$ cat src/rtl/complex_arith_unit_macros.svh
// ----------------------------------------------------------------------------
// complex_arith_unit_macros.svh
// Assertion helpers used by the output stage of the complex arithmetic unit.
// ----------------------------------------------------------------------------
`ifndef COMPLEX_ARITH_UNIT_MACROS_SVH
`define COMPLEX_ARITH_UNIT_MACROS_SVH

// property that holds at every clock edge
`define CAU_CHECK(lbl, expr, msg) \
	lbl: assert property (@(posedge clk) disable iff (!arst_n) (expr)) else $error(msg);

// antecedent this cycle implies consequent in the next cycle
`define CAU_CHECK_NEXT(lbl, ante, cons, msg) \
	lbl: assert property (@(posedge clk) disable iff (!arst_n) (ante) |=> (cons)) \
		else $error(msg);

`endif

$ cat src/rtl/cau_pkg.sv
// ----------------------------------------------------------------------------
// cau_pkg
// Types, operation codes, constants and helper functions of the complex
// arithmetic unit.
// ----------------------------------------------------------------------------
package cau_pkg;

	localparam logic [2:0] OP_ADD = 3'd0;
	localparam logic [2:0] OP_SUB = 3'd1;
	localparam logic [2:0] OP_MUL = 3'd2;
	localparam logic [2:0] OP_DIV = 3'd3;
	localparam logic [2:0] OP_MOD = 3'd4;
	localparam logic [2:0] OP_ARG = 3'd5;

	localparam int DIV_STEPS  = 80;
	localparam int SQRT_STEPS = 32;
	localparam int ARG_STEPS  = 24;

	localparam logic signed [31:0] PI_Z      = 32'sd52707179;
	localparam logic signed [31:0] HALF_PI_Z = 32'sd26353589;
	localparam logic [41:0]        Q_CAP     = 42'd1 << 40;
	localparam logic [63:0]        DEN_EPS   = 64'd4;

	typedef struct packed {
		logic [2:0]         kind;
		logic signed [31:0] a_re;
		logic signed [31:0] a_im;
		logic signed [31:0] b_re;
		logic signed [31:0] b_im;
	} cau_in_t;

	typedef struct packed {
		logic signed [31:0] res_re;
		logic signed [31:0] res_im;
		logic               div_error;
		logic               overflow;
	} cau_out_t;

	typedef struct packed {
		logic [2:0]         kind;
		logic               derr;
		logic               neg_re;
		logic               neg_im;
		logic [63:0]        n_re;
		logic [63:0]        n_im;
		logic [63:0]        r_re;
		logic [63:0]        r_im;
		logic [40:0]        q_re;
		logic [40:0]        q_im;
		logic [63:0]        den;
		logic [63:0]        sq_n;
		logic [63:0]        sq_res;
		logic signed [35:0] cx;
		logic signed [35:0] cy;
		logic signed [31:0] cz;
		logic               a_zero;
		logic [31:0]        as_re;
		logic [31:0]        as_im;
		logic               as_ovf;
	} cau_lane_t;

	// saturate a sign and magnitude to q16.16, msb of result is overflow
	function automatic logic [32:0] sat_sm(input logic neg, input logic [63:0] m);
		logic [63:0] neg_m;
		neg_m = ~m + 64'd1;
		if (neg) begin
			if (m > 64'h0000_0000_8000_0000) sat_sm = {1'b1, 32'h8000_0000};
			else sat_sm = {1'b0, neg_m[31:0]};
		end else if (m > 64'h0000_0000_7FFF_FFFF) begin
			sat_sm = {1'b1, 32'h7FFF_FFFF};
		end else begin
			sat_sm = {1'b0, m[31:0]};
		end
	endfunction

	// arctangent of 2^-i in units of 2^-24 rad
	function automatic logic signed [31:0] atan_z(input logic [4:0] i);
		case (i)
			5'd0:    atan_z = 32'sd13176795;
			5'd1:    atan_z = 32'sd7778716;
			5'd2:    atan_z = 32'sd4110060;
			5'd3:    atan_z = 32'sd2086331;
			5'd4:    atan_z = 32'sd1047214;
			5'd5:    atan_z = 32'sd524117;
			5'd6:    atan_z = 32'sd262123;
			5'd7:    atan_z = 32'sd131069;
			5'd8:    atan_z = 32'sd65536;
			5'd9:    atan_z = 32'sd32768;
			5'd10:   atan_z = 32'sd16384;
			5'd11:   atan_z = 32'sd8192;
			5'd12:   atan_z = 32'sd4096;
			5'd13:   atan_z = 32'sd2048;
			5'd14:   atan_z = 32'sd1024;
			5'd15:   atan_z = 32'sd512;
			5'd16:   atan_z = 32'sd256;
			5'd17:   atan_z = 32'sd128;
			5'd18:   atan_z = 32'sd64;
			5'd19:   atan_z = 32'sd32;
			5'd20:   atan_z = 32'sd16;
			5'd21:   atan_z = 32'sd8;
			5'd22:   atan_z = 32'sd4;
			5'd23:   atan_z = 32'sd2;
			default: atan_z = 32'sd0;
		endcase
	endfunction

endpackage

$ cat src/rtl/cau_cell.sv
// ----------------------------------------------------------------------------
// cau_cell
// One step of the chain: a restoring division step on both parts, a square
// root step and a vectoring rotation step, each where the step index applies.
// ----------------------------------------------------------------------------
module cau_cell
	import cau_pkg::*;
#(
	parameter int STEP = 0
)
(
	input  logic      clk,
	input  logic      arst_n,
	input  logic      en,
	input  logic      in_valid,
	input  cau_lane_t in_lane,
	output logic      out_valid,
	output cau_lane_t out_lane
);

	function automatic logic [104:0] div_step(input logic [63:0] r, input logic [40:0] q,
			input logic b, input logic [63:0] d);
		logic [64:0] rr;
		logic [41:0] qq;
		rr = {r, b};
		qq = {q, 1'b0};
		if (rr >= {1'b0, d}) begin
			rr = rr - {1'b0, d};
			qq[0] = 1'b1;
		end
		if (qq > Q_CAP) qq = Q_CAP;
		div_step = {rr[63:0], qq[40:0]};
	endfunction

	logic [63:0]        sq_n_nx, sq_res_nx;
	logic signed [35:0] cx_nx, cy_nx;
	logic signed [31:0] cz_nx;
	cau_lane_t          nx;
	logic               valid_q;
	cau_lane_t          lane_q;

	if (STEP < SQRT_STEPS) begin : g_sq
		localparam logic [63:0] SQ_BIT = 64'd1 << (62 - 2 * STEP);
		logic [64:0] t;
		assign t = {1'b0, in_lane.sq_res} + {1'b0, SQ_BIT};
		always_comb begin
			sq_n_nx   = in_lane.sq_n;
			sq_res_nx = in_lane.sq_res;
			if (in_lane.kind == OP_MOD) begin
				if ({1'b0, in_lane.sq_n} >= t) begin
					sq_n_nx   = in_lane.sq_n - t[63:0];
					sq_res_nx = (in_lane.sq_res >> 1) + SQ_BIT;
				end else begin
					sq_res_nx = in_lane.sq_res >> 1;
				end
			end
		end
	end else begin : g_sq_idle
		assign sq_n_nx   = in_lane.sq_n;
		assign sq_res_nx = in_lane.sq_res;
	end

	if (STEP < ARG_STEPS) begin : g_rot
		localparam logic signed [31:0] ANG = atan_z(5'(STEP));
		logic signed [35:0] x0, y0, xs, ys;
		logic signed [31:0] z0;
		assign x0 = in_lane.cx;
		assign y0 = in_lane.cy;
		assign z0 = in_lane.cz;
		assign xs = x0 >>> STEP;
		assign ys = y0 >>> STEP;
		always_comb begin
			cx_nx = x0;
			cy_nx = y0;
			cz_nx = z0;
			if (in_lane.kind == OP_ARG) begin
				if (!y0[35]) begin
					cx_nx = x0 + ys;
					cy_nx = y0 - xs;
					cz_nx = z0 + ANG;
				end else begin
					cx_nx = x0 - ys;
					cy_nx = y0 + xs;
					cz_nx = z0 - ANG;
				end
			end
		end
	end else begin : g_rot_idle
		assign cx_nx = in_lane.cx;
		assign cy_nx = in_lane.cy;
		assign cz_nx = in_lane.cz;
	end

	always_comb begin
		nx = in_lane;
		if (in_lane.kind == OP_DIV) begin
			{nx.r_re, nx.q_re} = div_step(in_lane.r_re, in_lane.q_re, in_lane.n_re[63],
				in_lane.den);
			{nx.r_im, nx.q_im} = div_step(in_lane.r_im, in_lane.q_im, in_lane.n_im[63],
				in_lane.den);
			nx.n_re = in_lane.n_re << 1;
			nx.n_im = in_lane.n_im << 1;
		end
		nx.sq_n   = sq_n_nx;
		nx.sq_res = sq_res_nx;
		nx.cx     = cx_nx;
		nx.cy     = cy_nx;
		nx.cz     = cz_nx;
	end

	always_ff @(posedge clk or negedge arst_n) begin
		if (!arst_n) begin
			valid_q <= 1'b0;
		end else if (en) begin
			valid_q <= in_valid;
		end
	end

	always_ff @(posedge clk) begin
		if (en) begin
			lane_q <= nx;
		end
	end

	assign out_valid = valid_q;
	assign out_lane  = lane_q;

endmodule

$ cat config.mk
export PLATFORM = sky130hd
export DESIGN_NAME = cau_cell
export DESIGN_NICKNAME = d
export VERILOG_FILES = /design/src/rtl/complex_arith_unit_macros.svh /design/src/rtl/cau_pkg.sv /design/src/rtl/cau_cell.sv
export SDC_FILE = /design/constraint.sdc
export NUM_CORES = 2
export LEC_CHECK = 0
export BUFFER_PORTS_ARGS = -buffer_cell sky130_fd_sc_hd__buf_2
export CAP_MARGIN = 0
export CORE_AREA = 4 4 543 545
export CTS_CLUSTER_DIAMETER = 50
export CTS_CLUSTER_SIZE = 40
export DETAILED_ROUTE_END_ITERATION = 16
export DIE_AREA = 0 0 547 549
export HOLD_SLACK_MARGIN = 0.05
export PLACE_DENSITY = 0.36
export SETUP_SLACK_MARGIN = 0.05
export SLEW_MARGIN = 15
export SYNTH_ARGS = -nofsm -noshare
export SYNTH_HDL_FRONTEND = slang
export SYNTH_SLANG_ARGS = --single-unit
$ cat constraint.sdc
create_clock -name clk -period 1.3 [get_ports clk]
set_clock_uncertainty 0.15 [all_clocks]
set_input_delay 0.065 -clock clk [delete_from_list [all_inputs] [get_ports clk]]
set_output_delay 0.065 -clock clk [all_outputs]
set_load 0.02 [all_outputs]
==> results_dict.tcl <==
set metrics [dict create \
    synth_nets 6255 \
    synth.cell_area_um2 48400 \
    number_of_global_route_vias_before_repair 59200 \
    critical-path-slowest-cell "sky130_fd_sc_hd__o31ai_4" \
    status "finished, violations left" \
    layout-area-overhead-vs-synth_pct 106 \
    grt_max_degree 63 \
    finalSetupViolations 1075 \
    timing.critical_path.required_ps 1680 \
    floorplan.rows 198 \
    grtUsageTotal_pct 20.6 \
    worst_skew_pair.late_latency_ps 730 \
    ys_top_cells_by_count "925 x sky130_fd_sc_hd__nand2_1, 706 x sky130_fd_sc_hd__edfxtp_1, 432 x sky130_fd_sc_hd__a21oi_1" \
    route.vias.total 59400 \
    worst_hold_slack_ps -696 \
    layout_setup_ws_ps -1810 \
    worst_slew_margin_rel_pct 45.3 \
    synth.area.top_cells "sky130_fd_sc_hd__edfxtp_1 44%, sky130_fd_sc_hd__ha_1 8.5%, sky130_fd_sc_hd__nand2_1 7.2%" \
    place.gp.congestion 0.946 \
    netlist_instances 5209 \
    finalCriticalPeriod_ps 3110 \
    netlist.area_leader.share_pct 43.8 \
    hold_violations 95 \
    async_flop_share_pct 0.141 \
    globalRoute.totalOverflow 0 \
    detail_route.drc_violations 0 \
    grt_setup_unrepaired "true" \
    crit_family "compound AO/OA/AOI/OAI gates" \
    effective_utilization_at_floorplan_pct 16.7 \
    post-dp-hpwl_um 267000 \
    drt-pass1-iter-count 5 \
    static-leakage-power_nw 44.2 \
    final_cells 13700 \
    worstSetupStartpoint "in_lane[301]" \
    failed_checks "negative hold slack, negative setup slack" \
    final_min_period_over_clock_period_pct 239 \
    floorplan.io_pins 1417 \
    grt_antenna_before_repair 129 \
    dpl-instance-area_um2 74900 \
    worst_path_largest_cell_delay_ps 420 \
    reg2reg_from "out_valid$_DFFE_PN0P_" \
    number_of_routed_nets_with_antenna_violations 0 \
    synth_warnings 0 \
    worst_setup_hold_path_clk_slew_ps 50 \
    synth.yosys.seq_area_share_pct 43.8 \
    fin_area_um2 99900 \
    netlist.top_cell.by_area "sky130_fd_sc_hd__edfxtp_1" \
    path_max_fanout 8 \
    timing.critical_path.to_type "flip-flop" \
    cts-htree-levels 4 \
    postSynthRegisterBits 707 \
    max_clock_freq_mhz 321 \
    tritoncts "done" \
    wire_length_of_the_first_global_routing_pass_um 448000 \
    hold_path_startpoint "in_lane[317]" \
    clk_path_buf_depth 4 \
    total_instance_count_after_detailed_placement 12000 \
    timing.setup.critical_path_class "input pin to flip-flop" \
    worst-path-buf-inv 7 \
    layout-drive-gt1-share_pct 46.7 \
    placement.io_buffers 1416 \
    worstPathCellList "buf_8 -> inv_4 -> ha_4 -> buf_6 -> nand4_1 -> o21bai_4 -> and4_4 -> or3_4 -> nand2_4 -> a211oi_4 -> buf_12 -> o31ai_4 -> a41oi_4 -> o21ai_4 -> buf_6 -> buf_12 -> buf_16 -> mux2i_2 -> o21ai_1" \
    yosys.cell_types.count 95 \
    dieHeight_um 549 \
    worst_pin_slew_ps 821 \
    cts_sinks 707 \
    fin_nets 10700 \
    critPathLaunchType "input pin" \
    max_cap_viols 0 \
    synthMostInstantiatedCell "sky130_fd_sc_hd__nand2_1" \
    final_max_slew_viol_count 0 \
    core_area_um2 290000 \
    min_path_type "input pin to flip-flop" \
    cts_made_buffers 145 \
    edff_count_synth 706 \
    initialDrtViolationCount 3979 \
    synth_top_flop_cell "sky130_fd_sc_hd__edfxtp_1" \
    ir_drop_mv 1.13 \
    cellPowerDensity_nw_per_um2 1050 \
    via_per_inst 4.34 \
    routed_wire_length_per_instance_um 24.2 \
    die_width_um 547 \
    post_syn_area_per_cell_um2 9.30 \
    crit_arrival_ps 3490 \
    fillCellCount 29900 \
    detail_route.wirelength_um 332000 \
    dieArea_um2 300000 \
    cts-root-buf "sky130_fd_sc_hd__clkbuf_16" \
    detailedPlace.worstSlack_ps -3240 \
]
## stage by stage
step                      utilization [%]  total power (W)  hold slack (ps)  TNS [ps]
after global placement               25.8           0.0586             -307  -1011410
after floorplan                         -           0.0423             -381   -582730
after CTS                            31.9            0.102             -822   -798780
after detailed placement             25.8           0.0586             -303  -1009100
after global routing                 34.4            0.110             -750   -815950
final                                34.4            0.105             -696   -741050
## state kept, by name, indices dropped and copies added (netlist names)
signal	count
out_lane	706
out_valid	1
## power breakdown
part	switching (W)	internal [W]
clock	0.0151	0.0239
sequential	0.00122	0.0276
combinational	0.0196	0.0178
total	0.0359	0.0693
## cells in the final DEF, fill, tap and decap left out, types with 29 or more instances in the layout
cell type	synthesis	final
sky130_fd_sc_hd__a21o_1	140	139
sky130_fd_sc_hd__a21oi_1	432	252
sky130_fd_sc_hd__a21oi_2	1	141
sky130_fd_sc_hd__a21oi_4	0	40
sky130_fd_sc_hd__a22o_1	43	42
sky130_fd_sc_hd__a31oi_1	52	34
sky130_fd_sc_hd__buf_12	0	83
sky130_fd_sc_hd__buf_2	33	1242
sky130_fd_sc_hd__buf_4	7	1719
sky130_fd_sc_hd__buf_6	12	278
sky130_fd_sc_hd__buf_8	0	35
sky130_fd_sc_hd__clkbuf_16	0	156
sky130_fd_sc_hd__diode_2	0	45
sky130_fd_sc_hd__dlygate4sd3_1	0	1175
sky130_fd_sc_hd__edfxtp_1	706	706
sky130_fd_sc_hd__ha_1	329	205
sky130_fd_sc_hd__ha_4	0	112
sky130_fd_sc_hd__inv_1	304	222
sky130_fd_sc_hd__inv_2	1	48
sky130_fd_sc_hd__inv_6	0	30
sky130_fd_sc_hd__mux2_4	0	69
sky130_fd_sc_hd__mux2i_1	92	82
sky130_fd_sc_hd__nand2_1	925	908
sky130_fd_sc_hd__nand3_1	72	57
sky130_fd_sc_hd__nand4_1	80	80
sky130_fd_sc_hd__nor2_1	265	208
sky130_fd_sc_hd__nor2_4	0	36
sky130_fd_sc_hd__nor2b_1	50	39
sky130_fd_sc_hd__nor3_1	80	58
sky130_fd_sc_hd__o211ai_1	29	29
sky130_fd_sc_hd__o21a_1	49	47
sky130_fd_sc_hd__o21ai_0	382	205
sky130_fd_sc_hd__o21ai_1	97	172
sky130_fd_sc_hd__o21ai_2	1	89
sky130_fd_sc_hd__o21bai_1	62	49
sky130_fd_sc_hd__xnor2_1	175	153
sky130_fd_sc_hd__xor2_1	78	76
## layout make-up
| type | instances | area [um^2] | share of cell area (%) |
|---|---|---|---|
| clock buffers | 154 | 3680 | 3.69 |
| repair buffers | 4551 | 36700 | 36.7 |
| clock inverters | 107 | 1280 | 1.28 |
| inverters | 308 | 1330 | 1.33 |
| diodes | 45 | 113 | 0.113 |
| flip-flops and latches | 707 | 21200 | 21.2 |
| multi-input cells | 3922 | 30700 | 30.7 |
| well taps | 3900 | 4880 | 4.89 |
## cell families (layout without fill, tap and decap cells)
kind of cell,Yosys count,in the layout,synth area share [%]
buffers and inverters,581,5120,4.83
AOI/OAI and AO/OA,1509,1509,19.4
adders and majority gates,336,336,8.79
other,0,45,0
and+or+nand+nor,1660,1661,15.1
DFF,707,707,43.8
xor gates and xnor gates,253,253,4.57
muxes,163,163,3.55
## path summary, 6_finish.rpt
kind                       cells after the start                 endpoint  slack [ps]
max                                           19  out_lane[481]$_DFFE_PP_       -1810
min                                            1  out_lane[317]$_DFFE_PP_        -700
max reg2reg                                    1    out_valid$_DFFE_PN0P_         380
min reg2reg                                    1    out_valid$_DFFE_PN0P_         410
max in group asynchronous                      4    out_valid$_DFFE_PN0P_         210
min in group asynchronous                      4    out_valid$_DFFE_PN0P_         690
## metal layers
layer	up-vias	GRT usage [%]	routed length, um	part of all wire (%)
li1	27900	-	-	-
met1	29000	25.8	142000	43
met2	1892	34.2	155000	47
met3	575	4.53	19200	5.8
met4	44	8.16	15300	4.6
met5	-	0	292	0.088
## timing repair
item	4_1_cts	5_1_grt
endpoints found under the setup margin	1072	1141
gates resized for setup	288	1274
hold endpoints to repair	1414	210
setup buffers	50	155
hold buffers	1064	147
cloned	9	13
pin swaps	101	464
Power figures use the tool's default switching activity.
