[src/rtl/complex_arith_unit_macros.svh]
// ----------------------------------------------------------------------------
// complex_arith_unit_macros.svh
// Assertion helpers used by the output stage of the complex arithmetic unit.
// ----------------------------------------------------------------------------
`ifndef COMPLEX_ARITH_UNIT_MACROS_SVH
`define COMPLEX_ARITH_UNIT_MACROS_SVH

// property that holds at every clock edge
`define CAU_CHECK(lbl, expr, msg) \
	lbl: assert property (@(posedge clk) disable iff (!arst_n) (expr)) else $error(msg);

// antecedent this cycle implies consequent in the next cycle
`define CAU_CHECK_NEXT(lbl, ante, cons, msg) \
	lbl: assert property (@(posedge clk) disable iff (!arst_n) (ante) |=> (cons)) \
		else $error(msg);

`endif

[src/rtl/cau_pkg.sv]
// ----------------------------------------------------------------------------
// cau_pkg
// Types, operation codes, constants and helper functions of the complex
// arithmetic unit.
// ----------------------------------------------------------------------------
package cau_pkg;

	localparam logic [2:0] OP_ADD = 3'd0;
	localparam logic [2:0] OP_SUB = 3'd1;
	localparam logic [2:0] OP_MUL = 3'd2;
	localparam logic [2:0] OP_DIV = 3'd3;
	localparam logic [2:0] OP_MOD = 3'd4;
	localparam logic [2:0] OP_ARG = 3'd5;

	localparam int DIV_STEPS  = 80;
	localparam int SQRT_STEPS = 32;
	localparam int ARG_STEPS  = 24;

	localparam logic signed [31:0] PI_Z      = 32'sd52707179;
	localparam logic signed [31:0] HALF_PI_Z = 32'sd26353589;
	localparam logic [41:0]        Q_CAP     = 42'd1 << 40;
	localparam logic [63:0]        DEN_EPS   = 64'd4;

	typedef struct packed {
		logic [2:0]         kind;
		logic signed [31:0] a_re;
		logic signed [31:0] a_im;
		logic signed [31:0] b_re;
		logic signed [31:0] b_im;
	} cau_in_t;

	typedef struct packed {
		logic signed [31:0] res_re;
		logic signed [31:0] res_im;
		logic               div_error;
		logic               overflow;
	} cau_out_t;

	typedef struct packed {
		logic [2:0]         kind;
		logic               derr;
		logic               neg_re;
		logic               neg_im;
		logic [63:0]        n_re;
		logic [63:0]        n_im;
		logic [63:0]        r_re;
		logic [63:0]        r_im;
		logic [40:0]        q_re;
		logic [40:0]        q_im;
		logic [63:0]        den;
		logic [63:0]        sq_n;
		logic [63:0]        sq_res;
		logic signed [35:0] cx;
		logic signed [35:0] cy;
		logic signed [31:0] cz;
		logic               a_zero;
		logic [31:0]        as_re;
		logic [31:0]        as_im;
		logic               as_ovf;
	} cau_lane_t;

	// saturate a sign and magnitude to q16.16, msb of result is overflow
	function automatic logic [32:0] sat_sm(input logic neg, input logic [63:0] m);
		logic [63:0] neg_m;
		neg_m = ~m + 64'd1;
		if (neg) begin
			if (m > 64'h0000_0000_8000_0000) sat_sm = {1'b1, 32'h8000_0000};
			else sat_sm = {1'b0, neg_m[31:0]};
		end else if (m > 64'h0000_0000_7FFF_FFFF) begin
			sat_sm = {1'b1, 32'h7FFF_FFFF};
		end else begin
			sat_sm = {1'b0, m[31:0]};
		end
	endfunction

	// arctangent of 2^-i in units of 2^-24 rad
	function automatic logic signed [31:0] atan_z(input logic [4:0] i);
		case (i)
			5'd0:    atan_z = 32'sd13176795;
			5'd1:    atan_z = 32'sd7778716;
			5'd2:    atan_z = 32'sd4110060;
			5'd3:    atan_z = 32'sd2086331;
			5'd4:    atan_z = 32'sd1047214;
			5'd5:    atan_z = 32'sd524117;
			5'd6:    atan_z = 32'sd262123;
			5'd7:    atan_z = 32'sd131069;
			5'd8:    atan_z = 32'sd65536;
			5'd9:    atan_z = 32'sd32768;
			5'd10:   atan_z = 32'sd16384;
			5'd11:   atan_z = 32'sd8192;
			5'd12:   atan_z = 32'sd4096;
			5'd13:   atan_z = 32'sd2048;
			5'd14:   atan_z = 32'sd1024;
			5'd15:   atan_z = 32'sd512;
			5'd16:   atan_z = 32'sd256;
			5'd17:   atan_z = 32'sd128;
			5'd18:   atan_z = 32'sd64;
			5'd19:   atan_z = 32'sd32;
			5'd20:   atan_z = 32'sd16;
			5'd21:   atan_z = 32'sd8;
			5'd22:   atan_z = 32'sd4;
			5'd23:   atan_z = 32'sd2;
			default: atan_z = 32'sd0;
		endcase
	endfunction

endpackage

[src/rtl/cau_back.sv]
// ----------------------------------------------------------------------------
// cau_back
// Rounding, angle clamp, saturation and result selection, followed by a
// two-word output buffer that sets the pipeline advance.
// ----------------------------------------------------------------------------
`include "complex_arith_unit_macros.svh"

module cau_back
	import cau_pkg::*;
(
	input  logic      clk,
	input  logic      arst_n,
	input  logic      lane_valid,
	input  cau_lane_t lane,
	input  logic      res_stall,
	output logic      adv,
	output logic      res_valid,
	output cau_out_t  res
);

	typedef struct packed {
		logic [2:0]  kind;
		logic        derr;
		logic        neg_re;
		logic        neg_im;
		logic [63:0] m_re;
		logic [63:0] m_im;
		logic [31:0] dir_re;
		logic [31:0] dir_im;
		logic        dir_ovf;
	} cau_rnd_t;

	localparam logic [1:0] SKID_DEPTH = 2'd2;

	logic               half_re, half_im;
	logic signed [31:0] z0, zc;
	logic signed [32:0] zr, zsh;
	logic [31:0]        arg_c;
	cau_rnd_t           rnd_c;
	logic               rnd_valid_s1;
	cau_rnd_t           rnd_s1;
	logic [32:0]        sr, si;
	cau_out_t           word_c;
	logic [1:0]         cnt_q;
	cau_out_t           e0_q, e1_q;
	logic               push, pop;
	logic               full;

	assign half_re = lane.r_re >= (lane.den - lane.r_re);
	assign half_im = lane.r_im >= (lane.den - lane.r_im);

	always_comb begin
		z0 = lane.cz;
		if (z0 > PI_Z) zc = PI_Z;
		else if (z0 < -PI_Z) zc = -PI_Z;
		else zc = z0;
		zr = 33'(zc) + 33'sd128;
		zsh = zr >>> 8;
		arg_c = lane.a_zero ? 32'd0 : zsh[31:0];
	end

	always_comb begin
		rnd_c.kind    = lane.kind;
		rnd_c.derr    = lane.derr;
		rnd_c.neg_re  = 1'b0;
		rnd_c.neg_im  = 1'b0;
		rnd_c.m_re    = 64'd0;
		rnd_c.m_im    = 64'd0;
		rnd_c.dir_re  = 32'd0;
		rnd_c.dir_im  = 32'd0;
		rnd_c.dir_ovf = 1'b0;
		case (lane.kind)
			OP_ADD, OP_SUB: begin
				rnd_c.dir_re  = lane.as_re;
				rnd_c.dir_im  = lane.as_im;
				rnd_c.dir_ovf = lane.as_ovf;
			end
			OP_MUL: begin
				rnd_c.neg_re = lane.neg_re;
				rnd_c.neg_im = lane.neg_im;
				rnd_c.m_re   = {16'd0, lane.n_re[63:16]} + {63'd0, lane.n_re[15]};
				rnd_c.m_im   = {16'd0, lane.n_im[63:16]} + {63'd0, lane.n_im[15]};
			end
			OP_DIV: begin
				rnd_c.neg_re = lane.neg_re;
				rnd_c.neg_im = lane.neg_im;
				rnd_c.m_re   = {23'd0, lane.q_re} + {63'd0, half_re};
				rnd_c.m_im   = {23'd0, lane.q_im} + {63'd0, half_im};
			end
			OP_MOD: begin
				rnd_c.m_re = lane.sq_res + {63'd0, (lane.sq_n > lane.sq_res)};
			end
			OP_ARG: begin
				rnd_c.dir_re = arg_c;
			end
			default: begin
			end
		endcase
	end

	always_ff @(posedge clk or negedge arst_n) begin
		if (!arst_n) begin
			rnd_valid_s1 <= 1'b0;
		end else if (adv) begin
			rnd_valid_s1 <= lane_valid;
		end
	end

	always_ff @(posedge clk) begin
		if (adv) begin
			rnd_s1 <= rnd_c;
		end
	end

	assign sr = sat_sm(rnd_s1.neg_re, rnd_s1.m_re);
	assign si = sat_sm(rnd_s1.neg_im, rnd_s1.m_im);

	always_comb begin
		word_c = '0;
		case (rnd_s1.kind)
			OP_ADD, OP_SUB, OP_ARG: begin
				word_c.res_re   = rnd_s1.dir_re;
				word_c.res_im   = rnd_s1.dir_im;
				word_c.overflow = rnd_s1.dir_ovf;
			end
			OP_MUL, OP_MOD: begin
				word_c.res_re   = sr[31:0];
				word_c.res_im   = si[31:0];
				word_c.overflow = sr[32] | si[32];
			end
			OP_DIV: begin
				if (rnd_s1.derr) begin
					word_c.div_error = 1'b1;
				end else begin
					word_c.res_re   = sr[31:0];
					word_c.res_im   = si[31:0];
					word_c.overflow = sr[32] | si[32];
				end
			end
			default: begin
			end
		endcase
	end

	// output buffer
	assign full      = (cnt_q == SKID_DEPTH);
	assign adv       = !full;
	assign push      = adv && rnd_valid_s1;
	assign res_valid = (cnt_q != 2'd0);
	assign pop       = res_valid && !res_stall;
	assign res       = e0_q;

	always_ff @(posedge clk or negedge arst_n) begin
		if (!arst_n) begin
			cnt_q <= 2'd0;
		end else if (push && !pop) begin
			cnt_q <= cnt_q + 2'd1;
		end else if (pop && !push) begin
			cnt_q <= cnt_q - 2'd1;
		end
	end

	always_ff @(posedge clk) begin
		if (push && (pop || cnt_q == 2'd0)) begin
			e0_q <= (pop && cnt_q == SKID_DEPTH) ? e1_q : word_c;
		end else if (pop) begin
			e0_q <= e1_q;
		end
		if (push && !pop && cnt_q == 2'd1) begin
			e1_q <= word_c;
		end
	end

	`CAU_CHECK(a_cnt_range, cnt_q != 2'd3, "output buffer count out of range")
	`CAU_CHECK_NEXT(a_cnt_up, push && !pop, cnt_q == $past(cnt_q) + 2'd1, "missed a push")
	`CAU_CHECK_NEXT(a_full_hold, full && !pop, full && $stable(e1_q), "full buffer changed")
	`CAU_CHECK(a_derr_div, !rnd_valid_s1 || !rnd_s1.derr || rnd_s1.kind == OP_DIV, "bad derr")

endmodule

[config.mk]
export PLATFORM = sky130hd
export DESIGN_NAME = cau_back
export DESIGN_NICKNAME = d
export VERILOG_FILES = /design/src/rtl/cau_pkg.sv /design/src/rtl/cau_back.sv
export VERILOG_INCLUDE_DIRS = /design/src /design/src/rtl
export SDC_FILE = /design/constraint.sdc
export NUM_CORES = 1
export LEC_CHECK = 0
export BUFFER_PORTS_ARGS = -buffer_cell sky130_fd_sc_hd__buf_2
export CAP_MARGIN = 20
export CORE_MARGIN = 3
export CORE_UTILIZATION = 25
export DETAILED_ROUTE_END_ITERATION = 12
export GPL_ROUTABILITY_DRIVEN = 0
export GPL_TIMING_DRIVEN = 0
export PLACE_DENSITY = 0.42
export SYNTH_ARGS = -nofsm -noshare
export SYNTH_HDL_FRONTEND = slang
export SYNTH_SLANG_ARGS = --single-unit
[constraint.sdc]
create_clock -name clk -period 6.08 [get_ports clk]
set_clock_uncertainty 0.15 [all_clocks]
set_input_delay 0.304 -clock clk [delete_from_list [all_inputs] [get_ports clk]]
set_output_delay 0.304 -clock clk [all_outputs]
set_load 0.02 [all_outputs]
==> results.sh <==
export IMPL_synth_area_mm2=0.03192
export IMPL_crit_start="lane[520]"
export IMPL_dr_pass1_iters=5
export IMPL_maxCapViolCount=0
export IMPL_power_density_mw_per_mm2=278.4
export IMPL_slowest_delay_ns=0.45
export IMPL_finalWirelength_mm=152.0
export IMPL_fillers=13410
export IMPL_setup_ws_ns=-0.4165
export IMPL_synth_xor_area_frac=0.1024
export IMPL_synthMuxAreaShare=0.02450
export IMPL_cts_buffer_depth=3
export IMPL_hp_start="lane[33]"
export IMPL_max_slew_margin=0.2560
export IMPL_clock_sinks=319
export IMPL_grt_pass1_wl_mm=213.4
export IMPL_max_freq_mhz=153.9
export IMPL_die_height_um=363.3
export IMPL_cpMaxStageDelayCell="nor4_4"
export IMPL_drive_above_1_share=0.2581
export IMPL_setup_viol=64
export IMPL_path_clk_slew_ns=0.06
export IMPL_synth_cells=3695
export IMPL_ys_types=83
export IMPL_cp_start_kind="primary input"
export IMPL_die_x_um=363.3
export IMPL_synth_top_cells_by_area="edfxtp_1 (30%), ha_1 (13%), xnor2_1 (6.1%)"
export IMPL_yosysMostFrequentCell="nand2_1"
export IMPL_violations="setup timing"
export IMPL_first_iter_violations=2125
export IMPL_hpwlAfterDp_mm=128.6
export IMPL_cp_end_kind="register"
export IMPL_postSynthAreaPerCell_um2=8.638
export IMPL_hold_violations=0
export IMPL_grt_usage=0.2194
export IMPL_hold_slack_ns=0.02267
export IMPL_cts_tree="built"
export IMPL_cp_required_ns=6.20
export IMPL_slew_viol_final=0
export IMPL_total_power_mw=11.80
export IMPL_io_pins=778
export IMPL_post_route_drc_count=0
export IMPL_first_global_vias=31480
export IMPL_ys_seq_elements=319
export IMPL_overflow=0
export IMPL_layout_area_overhead_vs_synth_pct=32.84
export IMPL_synth_top_cell_by_area="edfxtp_1"
export IMPL_rsz0062_at_grt="true"
export IMPL_vdd_ir_drop_max_uv=261.8
export IMPL_grt_max_degree=121
export IMPL_ant_nets=0
export IMPL_cts_max_level=2
export IMPL_clock_latency_ns=0.58
export IMPL_synth_compound_area_share=0.2018
export IMPL_routedWlPerCell_um=23.92
export IMPL_worst_pin_slew_ns=1.106
export IMPL_cts_buffers=40
export IMPL_netlist_area_leader_share=0.2973
export IMPL_p_leak_nw=18.03
export IMPL_critPathMaxFanout=5
export IMPL_cp_num_buf_inv=7
export IMPL_synth_edf_count=316
export IMPL_arrival_ns=6.61
export IMPL_min_period_ns=6.497
export IMPL_synth_simple_gate_area_frac=0.1930
export IMPL_core_mm2=0.1262
export IMPL_hp_class="primary input to register"
export IMPL_run_status="complete, but fails checks"
export IMPL_synthFlopType="edfxtp_1"
export IMPL_initial_utilization=0.2529
export IMPL_worst_setup_path_type="primary input to register"
export IMPL_portBuffers=673
export IMPL_yosysSeqAreaShare=0.2997
export IMPL_synth_warnings=0
export IMPL_fp_row_count=130
export IMPL_path_delay_family="simple AND/OR/NAND/NOR gates"
export IMPL_synth_adder_area_share=0.1334
export IMPL_ys_async_sr_fraction=0.009404
export IMPL_vias_per_cell=5.064
export IMPL_r2r_start="rnd_s1[129]"
export IMPL_syn_num_nets=4744
export IMPL_timing_final_crit_share=1.069
export IMPL_antenna_found_initial=160
export IMPL_cts_root_buf="clkbuf_16"
export IMPL_final_nets=5639
export IMPL_vias=32180
export IMPL_dieArea_mm2=0.1320
export IMPL_synth_common_cells="nand2_1 (349), ha_1 (337), edfxtp_1 (316)"
export IMPL_synth_top_family_by_area="compound AO/OA/AOI/OAI gates"
[registers in the layout (all words and copies together) (netlist names)]
name / count
rnd_s1: 184
e1_q: 66
cnt_q: 2
rnd_valid_s1: 1
res: 66
[worst reg2reg max path, delay by kind of cell (launching register included)]
kind                       cells  cell delay (ns)
muxes                          1             0.22
adders and majority gates      1             0.23
buffers and inverters          2             0.36
and+or+nand+nor                7             1.90
AOI/OAI and AO/OA              2             0.92
DFF                            1             0.44
[stage by stage]
step | setup WS, ns | util | area [µm²] | cells | TNS, ns
after floorplan | 0.005545 | - | 32070 | 3695 | 0
after global placement | -3.838 | 0.2971 | 37500 | 6018 | -460.51
after detailed placement | -2.332 | 0.2985 | 37670 | 6028 | -138.33
after CTS | -0.3604 | 0.3292 | 41550 | 6252 | -7.139
after global routing | -0.6426 | 0.3348 | 42260 | 6300 | -27.10
final | -0.4165 | 0.3359 | 42400 | 6355 | -13.82
[routing by layer]
metal / track usage / vias to the layer above / share of wire
met5: 0 / - / 0.0040
met4: 0.04905 / 90 / 0.021
met3: 0.07339 / 253 / 0.10
met2: 0.3527 / 1116 / 0.45
met1: 0.2842 / 15140 / 0.43
li1: - / 15580 / -
[path summary, 6_finish.rpt]
check | to | slack, ns | cells after the start
worst max-delay path | rnd_s1[164] | -0.42 | 33
worst min-delay path | rnd_s1[33] | 0.02 | 2
worst max register to register | res[63] | 1.75 | 13
worst min register to register | cnt_q[0] | 0.37 | 1
max in group asynchronous | cnt_q[1] | 5.18 | 3
min in group asynchronous | rnd_valid_s1 | 0.46 | 3
[cell families (layout without fill, tap and decap cells)]
logic type,after synthesis,in the layout
simple gates,1232,1232
xor+xnor,373,373
compound gates,984,984
other cells,0,83
buf+inv,378,1305
mux,70,70
flops,319,319
fa+ha+maj,339,339
[where the power goes]
group / switching [mW] / internal, mW / leakage (nW)
Combinational: 3.31 / 2.03 / 14.1
Clock: 1.00 / 1.32 / 0.610
Sequential: 0.507 / 3.64 / 3.36
Total: 4.82 / 6.99 / 18.0
[layout make-up]
type	count	area, µm²	share of cell area
multi-input combinational	2998	22610	0.5332
sequential	319	9564	0.2256
timing repair buffer	857	5185	0.1223
tap	1650	2064	0.04869
clock buffer	51	1042	0.02458
inverter	257	987.2	0.02328
buffer	117	519.2	0.01225
clock inverter	23	220.2	0.005194
antenna	83	207.7	0.004899
[cell usage in the layout (no fill, tap or decap), types with 34 or more instances in the layout]
cell type / n
o21ai_2: 44
nor2b_1: 34
xnor2_1: 214
a21oi_1: 228
and3_1: 59
clkbuf_16: 40
nor3_1: 71
o21bai_1: 37
edfxtp_1: 316
nor2_1: 216
a21o_1: 167
inv_1: 249
buf_4: 60
diode_2: 83
ha_1: 313
buf_2: 671
mux2_2: 65
o22ai_1: 55
dlygate4sd3_1: 95
xor2_1: 137
clkbuf_1: 112
nand4_1: 114
nand2_1: 334
and2_1: 54
o21ai_0: 144
nand3_1: 113
[timing repair]
item                                    CTS  global route
gates resized for setup                 247           107
hold buffers                             95             0
buffers inserted                         56            31
pin swaps                               126           100
hold endpoints to repair                 96             0
endpoints found under the setup margin   85            75
(Power assumes the default switching activity.)
